<file path="src/rtl/hsv_pkg.sv">
// Package for the HSV to RGB converter: widths, sector codes and the
// transaction structs shared by the front end, queue, back end and top level.
`timescale 1ns / 1ps

package hsv_pkg;

  localparam int unsigned HUE_BITS    = 16;
  localparam int unsigned COLOR_BITS  = 8;
  localparam int unsigned PROD_BITS   = 2 * COLOR_BITS;
  localparam int unsigned SCALE_BITS  = HUE_BITS + 1;
  localparam int unsigned QUEUE_DEPTH = 2;

  typedef enum logic [2:0] {
    SECTOR_RY = 3'd0,
    SECTOR_YG = 3'd1,
    SECTOR_GC = 3'd2,
    SECTOR_CB = 3'd3,
    SECTOR_BM = 3'd4,
    SECTOR_MR = 3'd5
  } sector_e;

  typedef struct packed {
    logic [HUE_BITS-1:0]   hue;
    logic [COLOR_BITS-1:0] saturation;
    logic [COLOR_BITS-1:0] brightness;
  } hsv_in_t;

  typedef struct packed {
    logic [COLOR_BITS-1:0] red;
    logic [COLOR_BITS-1:0] green;
    logic [COLOR_BITS-1:0] blue;
  } hsv_out_t;

  typedef struct packed {
    logic [PROD_BITS-1:0]  chroma_prod;
    logic [COLOR_BITS-1:0] brightness;
    sector_e               sector;
    logic [SCALE_BITS-1:0] scale;
  } hsv_job_t;

endpackage

</file>
<file path="src/rtl/hsv_front.sv">
// Front end: splits the hue into sector and blend scale, forms v*s.
// Depends on hsv_pkg.
`timescale 1ns / 1ps

module hsv_front (
  input  hsv_pkg::hsv_in_t  pixel_i,
  output hsv_pkg::hsv_job_t job_o
);
  import hsv_pkg::*;

  logic [HUE_BITS+2:0] hue6;
  logic [HUE_BITS-1:0] frac;

  assign hue6 = ({3'b000, pixel_i.hue} << 2) + ({3'b000, pixel_i.hue} << 1);
  assign frac = hue6[HUE_BITS-1:0];

  always_comb begin
    job_o.chroma_prod = PROD_BITS'(pixel_i.saturation) * PROD_BITS'(pixel_i.brightness);
    job_o.brightness  = pixel_i.brightness;
    job_o.sector      = sector_e'(hue6[HUE_BITS+2:HUE_BITS]);
    // odd sectors blend with (1 - f)
    if (hue6[HUE_BITS]) begin
      job_o.scale = {1'b1, {HUE_BITS{1'b0}}} - {1'b0, frac};
    end else begin
      job_o.scale = {1'b0, frac};
    end
  end

endmodule

</file>
<file path="src/rtl/hsv_queue.sv">
// Short FIFO between front end and back end.
// Depends on hsv_pkg.
`timescale 1ns / 1ps

module hsv_queue (
  input  logic              clk_i,
  input  logic              rst_ni,
  input  logic              push_i,
  input  hsv_pkg::hsv_job_t data_i,
  input  logic              pop_i,
  output hsv_pkg::hsv_job_t data_o,
  output logic              empty_o,
  output logic              full_o
);
  import hsv_pkg::*;

  localparam int unsigned PtrBits = (QUEUE_DEPTH > 1) ? $clog2(QUEUE_DEPTH) : 1;
  localparam int unsigned CntBits = $clog2(QUEUE_DEPTH + 1);

  hsv_job_t             mem_q [QUEUE_DEPTH];
  logic [PtrBits-1:0]   wr_ptr_q, wr_ptr_d;
  logic [PtrBits-1:0]   rd_ptr_q, rd_ptr_d;
  logic [CntBits-1:0]   count_q, count_d;
  logic                 do_push, do_pop;

  assign empty_o = (count_q == CntBits'(0));
  assign full_o  = (count_q == CntBits'(QUEUE_DEPTH));
  assign do_push = push_i && !full_o;
  assign do_pop  = pop_i && !empty_o;
  assign data_o  = mem_q[rd_ptr_q];

  always_comb begin
    wr_ptr_d = wr_ptr_q;
    rd_ptr_d = rd_ptr_q;
    count_d  = count_q;
    if (do_push) begin
      wr_ptr_d = (wr_ptr_q == PtrBits'(QUEUE_DEPTH - 1)) ? '0 : wr_ptr_q + PtrBits'(1);
    end
    if (do_pop) begin
      rd_ptr_d = (rd_ptr_q == PtrBits'(QUEUE_DEPTH - 1)) ? '0 : rd_ptr_q + PtrBits'(1);
    end
    if (do_push && !do_pop) begin
      count_d = count_q + CntBits'(1);
    end else if (do_pop && !do_push) begin
      count_d = count_q - CntBits'(1);
    end
  end

  always_ff @(posedge clk_i or negedge rst_ni) begin
    if (!rst_ni) begin
      wr_ptr_q <= '0;
      rd_ptr_q <= '0;
      count_q  <= '0;
    end else begin
      wr_ptr_q <= wr_ptr_d;
      rd_ptr_q <= rd_ptr_d;
      count_q  <= count_d;
    end
  end

  always_ff @(posedge clk_i) begin
    if (do_push) begin
      mem_q[wr_ptr_q] <= data_i;
    end
  end

endmodule

</file>
<file path="src/rtl/hsv_back.sv">
// Back end: chroma by divide-by-max, blend multiply, sector permutation
// and offset add, three register stages. Depends on hsv_pkg.
`timescale 1ns / 1ps

module hsv_back (
  input  logic              clk_i,
  input  logic              rst_ni,
  input  logic              valid_i,
  input  hsv_pkg::hsv_job_t job_i,
  output logic              valid_o,
  output hsv_pkg::hsv_out_t rgb_o
);
  import hsv_pkg::*;

  localparam int unsigned MultBits = COLOR_BITS + SCALE_BITS;
  localparam int unsigned RoundBias = (1 << (COLOR_BITS - 1)) - 1;

  // stage 1
  logic                  s1_valid_q;
  logic [COLOR_BITS-1:0] s1_chroma_q, s1_chroma_d;
  logic [COLOR_BITS-1:0] s1_bright_q;
  sector_e               s1_sector_q;
  logic [SCALE_BITS-1:0] s1_scale_q;
  // stage 2
  logic                  s2_valid_q;
  logic [MultBits-1:0]   s2_mult_q;
  logic [COLOR_BITS-1:0] s2_chroma_q;
  logic [COLOR_BITS-1:0] s2_offset_q;
  sector_e               s2_sector_q;
  // stage 3
  logic                  out_valid_q;
  hsv_out_t              rgb_q, rgb_d;

  logic [PROD_BITS:0]    div_num;
  logic [PROD_BITS:0]    div_sum;
  logic [MultBits-1:0]   mult_rnd;
  logic [COLOR_BITS-1:0] blend;

  // round(p / MAX) == floor((p + MAX/2) / MAX), divide by 2^N-1 via shift-add
  always_comb begin
    div_num     = {1'b0, job_i.chroma_prod} + (PROD_BITS + 1)'(RoundBias);
    div_sum     = div_num + (div_num >> COLOR_BITS) + (PROD_BITS + 1)'(1);
    s1_chroma_d = div_sum[COLOR_BITS +: COLOR_BITS];
  end

  always_comb begin
    mult_rnd = s2_mult_q + MultBits'(1 << (HUE_BITS - 1));
    blend    = mult_rnd[HUE_BITS +: COLOR_BITS];
    rgb_d    = '0;
    case (s2_sector_q)
      SECTOR_RY: begin
        rgb_d.red   = s2_chroma_q;
        rgb_d.green = blend;
      end
      SECTOR_YG: begin
        rgb_d.red   = blend;
        rgb_d.green = s2_chroma_q;
      end
      SECTOR_GC: begin
        rgb_d.green = s2_chroma_q;
        rgb_d.blue  = blend;
      end
      SECTOR_CB: begin
        rgb_d.green = blend;
        rgb_d.blue  = s2_chroma_q;
      end
      SECTOR_BM: begin
        rgb_d.red   = blend;
        rgb_d.blue  = s2_chroma_q;
      end
      default: begin
        rgb_d.red   = s2_chroma_q;
        rgb_d.blue  = blend;
      end
    endcase
    rgb_d.red   = rgb_d.red + s2_offset_q;
    rgb_d.green = rgb_d.green + s2_offset_q;
    rgb_d.blue  = rgb_d.blue + s2_offset_q;
  end

  always_ff @(posedge clk_i or negedge rst_ni) begin
    if (!rst_ni) begin
      s1_valid_q  <= 1'b0;
      s2_valid_q  <= 1'b0;
      out_valid_q <= 1'b0;
    end else begin
      s1_valid_q  <= valid_i;
      s2_valid_q  <= s1_valid_q;
      out_valid_q <= s2_valid_q;
    end
  end

  always_ff @(posedge clk_i) begin
    s1_chroma_q <= s1_chroma_d;
    s1_bright_q <= job_i.brightness;
    s1_sector_q <= job_i.sector;
    s1_scale_q  <= job_i.scale;
    s2_mult_q   <= MultBits'(s1_chroma_q) * MultBits'(s1_scale_q);
    s2_chroma_q <= s1_chroma_q;
    s2_offset_q <= s1_bright_q - s1_chroma_q;
    s2_sector_q <= s1_sector_q;
    rgb_q       <= rgb_d;
  end

  assign valid_o = out_valid_q;
  assign rgb_o   = rgb_q;

endmodule

</file>
<file path="src/rtl/hsv_to_rgb_converter.sv">
// HSV to RGB converter top level: front end, job FIFO and back end.
// Depends on hsv_pkg, hsv_front, hsv_queue and hsv_back.
`timescale 1ns / 1ps

// Converts one pixel per clock. A transaction is taken on a rising edge with
// start_i high and busy_o low; its RGB result is presented on rgb_o with
// valid_o high for one cycle, after passing through the FIFO slot, then the
// chroma, blend-multiply and output registers of the back end. The back end
// pops the FIFO whenever it is not empty and results cannot be held off, so
// busy_o only rises if the FIFO fills, which a steady one-per-clock stream
// never does. Results come out in acceptance order.

module hsv_to_rgb_converter (
  input  logic              clk_i,
  input  logic              rst_ni,
  input  logic              start_i,
  output logic              busy_o,
  input  hsv_pkg::hsv_in_t  pixel_i,
  output logic              valid_o,
  output hsv_pkg::hsv_out_t rgb_o
);
  import hsv_pkg::*;

  hsv_job_t front_job;
  hsv_job_t queue_job;
  logic     queue_empty;
  logic     queue_full;
  logic     accept;

  assign accept = start_i && !queue_full;
  assign busy_o = queue_full;

  hsv_front u_front (
    .pixel_i (pixel_i),
    .job_o   (front_job)
  );

  hsv_queue u_queue (
    .clk_i   (clk_i),
    .rst_ni  (rst_ni),
    .push_i  (accept),
    .data_i  (front_job),
    .pop_i   (!queue_empty),
    .data_o  (queue_job),
    .empty_o (queue_empty),
    .full_o  (queue_full)
  );

  hsv_back u_back (
    .clk_i   (clk_i),
    .rst_ni  (rst_ni),
    .valid_i (!queue_empty),
    .job_i   (queue_job),
    .valid_o (valid_o),
    .rgb_o   (rgb_o)
  );

endmodule

</file>
<file path="config.mk">
export PLATFORM = sky130hd
export DESIGN_NAME = hsv_to_rgb_converter
export DESIGN_NICKNAME = d
export VERILOG_FILES = /design/src/rtl/hsv_pkg.sv /design/src/rtl/hsv_front.sv /design/src/rtl/hsv_queue.sv /design/src/rtl/hsv_back.sv /design/src/rtl/hsv_to_rgb_converter.sv
export SDC_FILE = /design/constraint.sdc
export NUM_CORES = 1
export LEC_CHECK = 0
export BUFFER_PORTS_ARGS = -buffer_cell sky130_fd_sc_hd__buf_2
export CAP_MARGIN = 10
export CORE_MARGIN = 2
export CORE_UTILIZATION = 50
export CTS_CLUSTER_DIAMETER = 200
export CTS_CLUSTER_SIZE = 8
export DETAILED_ROUTE_END_ITERATION = 12
export PLACE_DENSITY = 0.69
export SLEW_MARGIN = 30
export SYNTH_ARGS = -nofsm -noshare
export SYNTH_HDL_FRONTEND = slang
export SYNTH_HIERARCHICAL = 1
export SYNTH_SLANG_ARGS = --single-unit
</file>
<file path="constraint.sdc">
create_clock -name clk_i -period 4.7 [get_ports clk_i]
set_input_delay 0 -clock clk_i [delete_from_list [all_inputs] [get_ports clk_i]]
set_output_delay 0 -clock clk_i [all_outputs]
set_load 0.005 [all_outputs]
</file>
==> reports/metrics.cfg <==
[status]
status=complete, no violations

[final_layout]
syn2layout_area_growth_pct=9.14
finalNonFillerCells=1933
drive_gt1_share_pct=12.1
nets=1827
antenna_cells=0

[die]
die_h_um=178
initial_utilization_pct=50.9
die_w_um=178
io_pins=61
die-area_mm2=0.0316
rows=63
core_mm2=0.0297

[sta]
setup_ws_ns=0.230
max_freq_mhz=224
period_share_pct=95.1
clock_skew_ns=0.0138
tightest_slew_ns=0.872
hold_viol=0
setup_viol=0
slew_headroom_pct=41.8
layout_min_cycle_time_ns=4.47
slew_violations=0
hold_ws_ns=0.0444

[clocking]
clk-insertion-delay-late_ns=0.43
path_clk_slew_ns=0.07
htreeDepth=4
cts_buffer_depth=2
cts_tree=done
cts.sinks=183
numCtsBuffers=17
root_buffer=clkbuf_16

[grt]
grt_max_degree=45
globalRouteOverflowTotal=0
grt_pass1_wl_um=48100
grt_pass1_vias=10100
grt_usage_pct=18.9
antenna_found_initial=0

[synth]
synthTopCellsByArea=edfxtp_1, fa_1, dfxtp_1, ha_1, and2_1
synth.top_cells.by_count=inv_1, and2_1, ha_1, fa_1, nand2_1
ys.flop_type=edfxtp_1
ys_async_sr_fraction_pct=3.83
synthesis.area_mm2=0.0151
synth_edf_count=88
synth_cell_types=89
syn_area_per_cell_um2=10.4
postSynthCellCount=1455
yosys.area.top_type=edfxtp_1
synth.most_common_cell=inv_1
ys_seq_area_share_pct=30.3
ys_warn_count=6
ys_ff_latch=183
syn_nets=1752
synth_top_area_share_pct=17.5

[critical_path]
cp_slowest_cell=fa_1
crit_chain=and2_1 -> fa_1 -> fa_1 -> inv_1 -> fa_1 -> fa_1 -> inv_1 -> ha_1 -> a211oi_1 -> o21ai_0 -> o2111ai_1 -> nand3b_1 -> buf_4 -> a211o_1 -> o311ai_0
crit_fanout=13
cp.required_ns=5.02
ff2ff_path_depth=15
slowest_delay_ns=0.55
start_kind=flop
end_kind=flop
crit_start=u_back/s1_chroma_q[4]
r2r-start=u_back/s1_chroma_q[4]
crit_path_frequent_cell=fa_1
r2r-end=u_back/s2_mult_q[18]
cp_data_arrival_time_ns=4.79
r2r_slack_ns=0.23
critical_path_class=flop to flop

[routing]
wl_um=28200
routed_via_density=5.18
first_iter_violations=527
drc=0
wire_per_inst_um=14.6
dr.pass1.iters=5
vias=10000
ant_nets=0

[worst_hold_path]
hp-start=start_i
whs_path_depth=4
hold_path.class=primary input to flop
hold_end=u_queue/wr_ptr_q

[placement]
dp_hpwl_um=22400
port_buffers=60
gp_congestion=0.865
pre_cts_ws_ns=0.0939
dpl.cell_count=1888

[job]
max-cap-violations=0

[cells in the final DEF (no fill, tap or decap), drive strengths merged, types with 18 or more instances in the layout]
| master | count |
|---|---|
| dfxtp | 88 |
| and2 | 162 |
| xor2 | 29 |
| edfxtp | 88 |
| o21ai | 50 |
| mux2 | 46 |
| xnor2 | 75 |
| nand3 | 18 |
| nand2 | 98 |
| ha | 133 |
| fa | 129 |
| clkbuf | 21 |
| buf | 83 |
| nor3 | 21 |
| a21oi | 48 |
| nor2 | 57 |
| inv | 196 |
[how the worst max path moves through the flow]
stage / end / slack, ns / depth (start not counted)
floorplan: u_back/s2_mult_q[19] / 0.28 / 16
global placement: u_back/s2_mult_q[19] / 0.24 / 14
detailed placement: u_back/s2_mult_q[19] / 0.09 / 14
CTS: u_back/s2_mult_q[19] / 0.09 / 14
global route: u_back/s2_mult_q[18] / -0.006 / 15
finish: u_back/s2_mult_q[18] / 0.23 / 15
[kinds of logic (layout without fill, tap and decap cells)]
family	count (synthesis)	count (layout)	synth area share [%]
fa+ha+maj	262	262	28.1
flops	183	183	30.3
simple gates	425	425	15.3
buf+inv	233	321	6.65
mux	48	48	4.55
other cells	1	1	0.0248
compound gates	198	198	8.93
xor+xnor	105	105	6.18
[stage by stage]
step           setup TNS, ns  utilization [%]  instance area (µm²)
2_1_floorplan              0                -                15100
3_3_place_gp               0             53.2                15800
3_5_place_dp               0             53.2                15800
4_1_cts                    0             55.4                16500
5_1_grt             -0.00613             55.5                16500
6_report                   0             55.5                16500
[what timing repair did]
item / 4_1_cts / 5_1_grt
endpoints found under the hold margin: 26 / 0
endpoints found under the setup margin: 0 / 7
hold buffers: 12 / 0
gates resized for setup: 0 / 8
buffers inserted: 0 / 1
[metal layers]
| layer | vias up | global-route usage [%] | share of wire, % |
|---|---|---|---|
| met4 | 0 | 4.10 | 0.76 |
| met3 | 17 | 2.57 | 3.4 |
| li1 | 4983 | - | - |
| met2 | 202 | 32.7 | 48 |
| met1 | 4810 | 25.2 | 47 |
| met5 | - | 0 | 0 |
[flip-flops by register name, summed over array words and instances (netlist names), 2 cells and up]
| name | cells |
|---|---|
| u_back/s2_sector_q | 3 |
| u_back/s1_chroma_q | 8 |
| u_queue/count_q | 2 |
| u_back/rgb_o | 24 |
| u_back/s1_scale_q | 17 |
| u_queue/mem_q | 88 |
| u_back/s2_mult_q | 9 |
| u_back/s2_chroma_q | 8 |
| u_back/s1_sector_q | 3 |
| u_back/s2_offset_q | 8 |
| u_back/s1_bright_q | 8 |
[critical path, delay by kind of cell, from the launching register on]
| family | cells | cell delay (ns) |
|---|---|---|
| and+or+nand+nor | 2 | 0.32 |
| AOI/OAI and AO/OA | 5 | 1.01 |
| adders and majority gates | 5 | 2.33 |
| DFF | 1 | 0.43 |
| buffers and inverters | 3 | 0.27 |
[final cells by class]
type	instances	area [µm²]
Inverter	194	728
Sequential cell	183	4590
Tap cell	390	488
Clock buffer	21	440
Timing Repair Buffer	95	593
Fill cell	2610	13200
Clock inverter	11	98.8
Multi-Input combinational cell	1039	9560
Power is not shown: default switching activity piles up to over one toggle a cycle in this logic, so the estimate is an artifact.
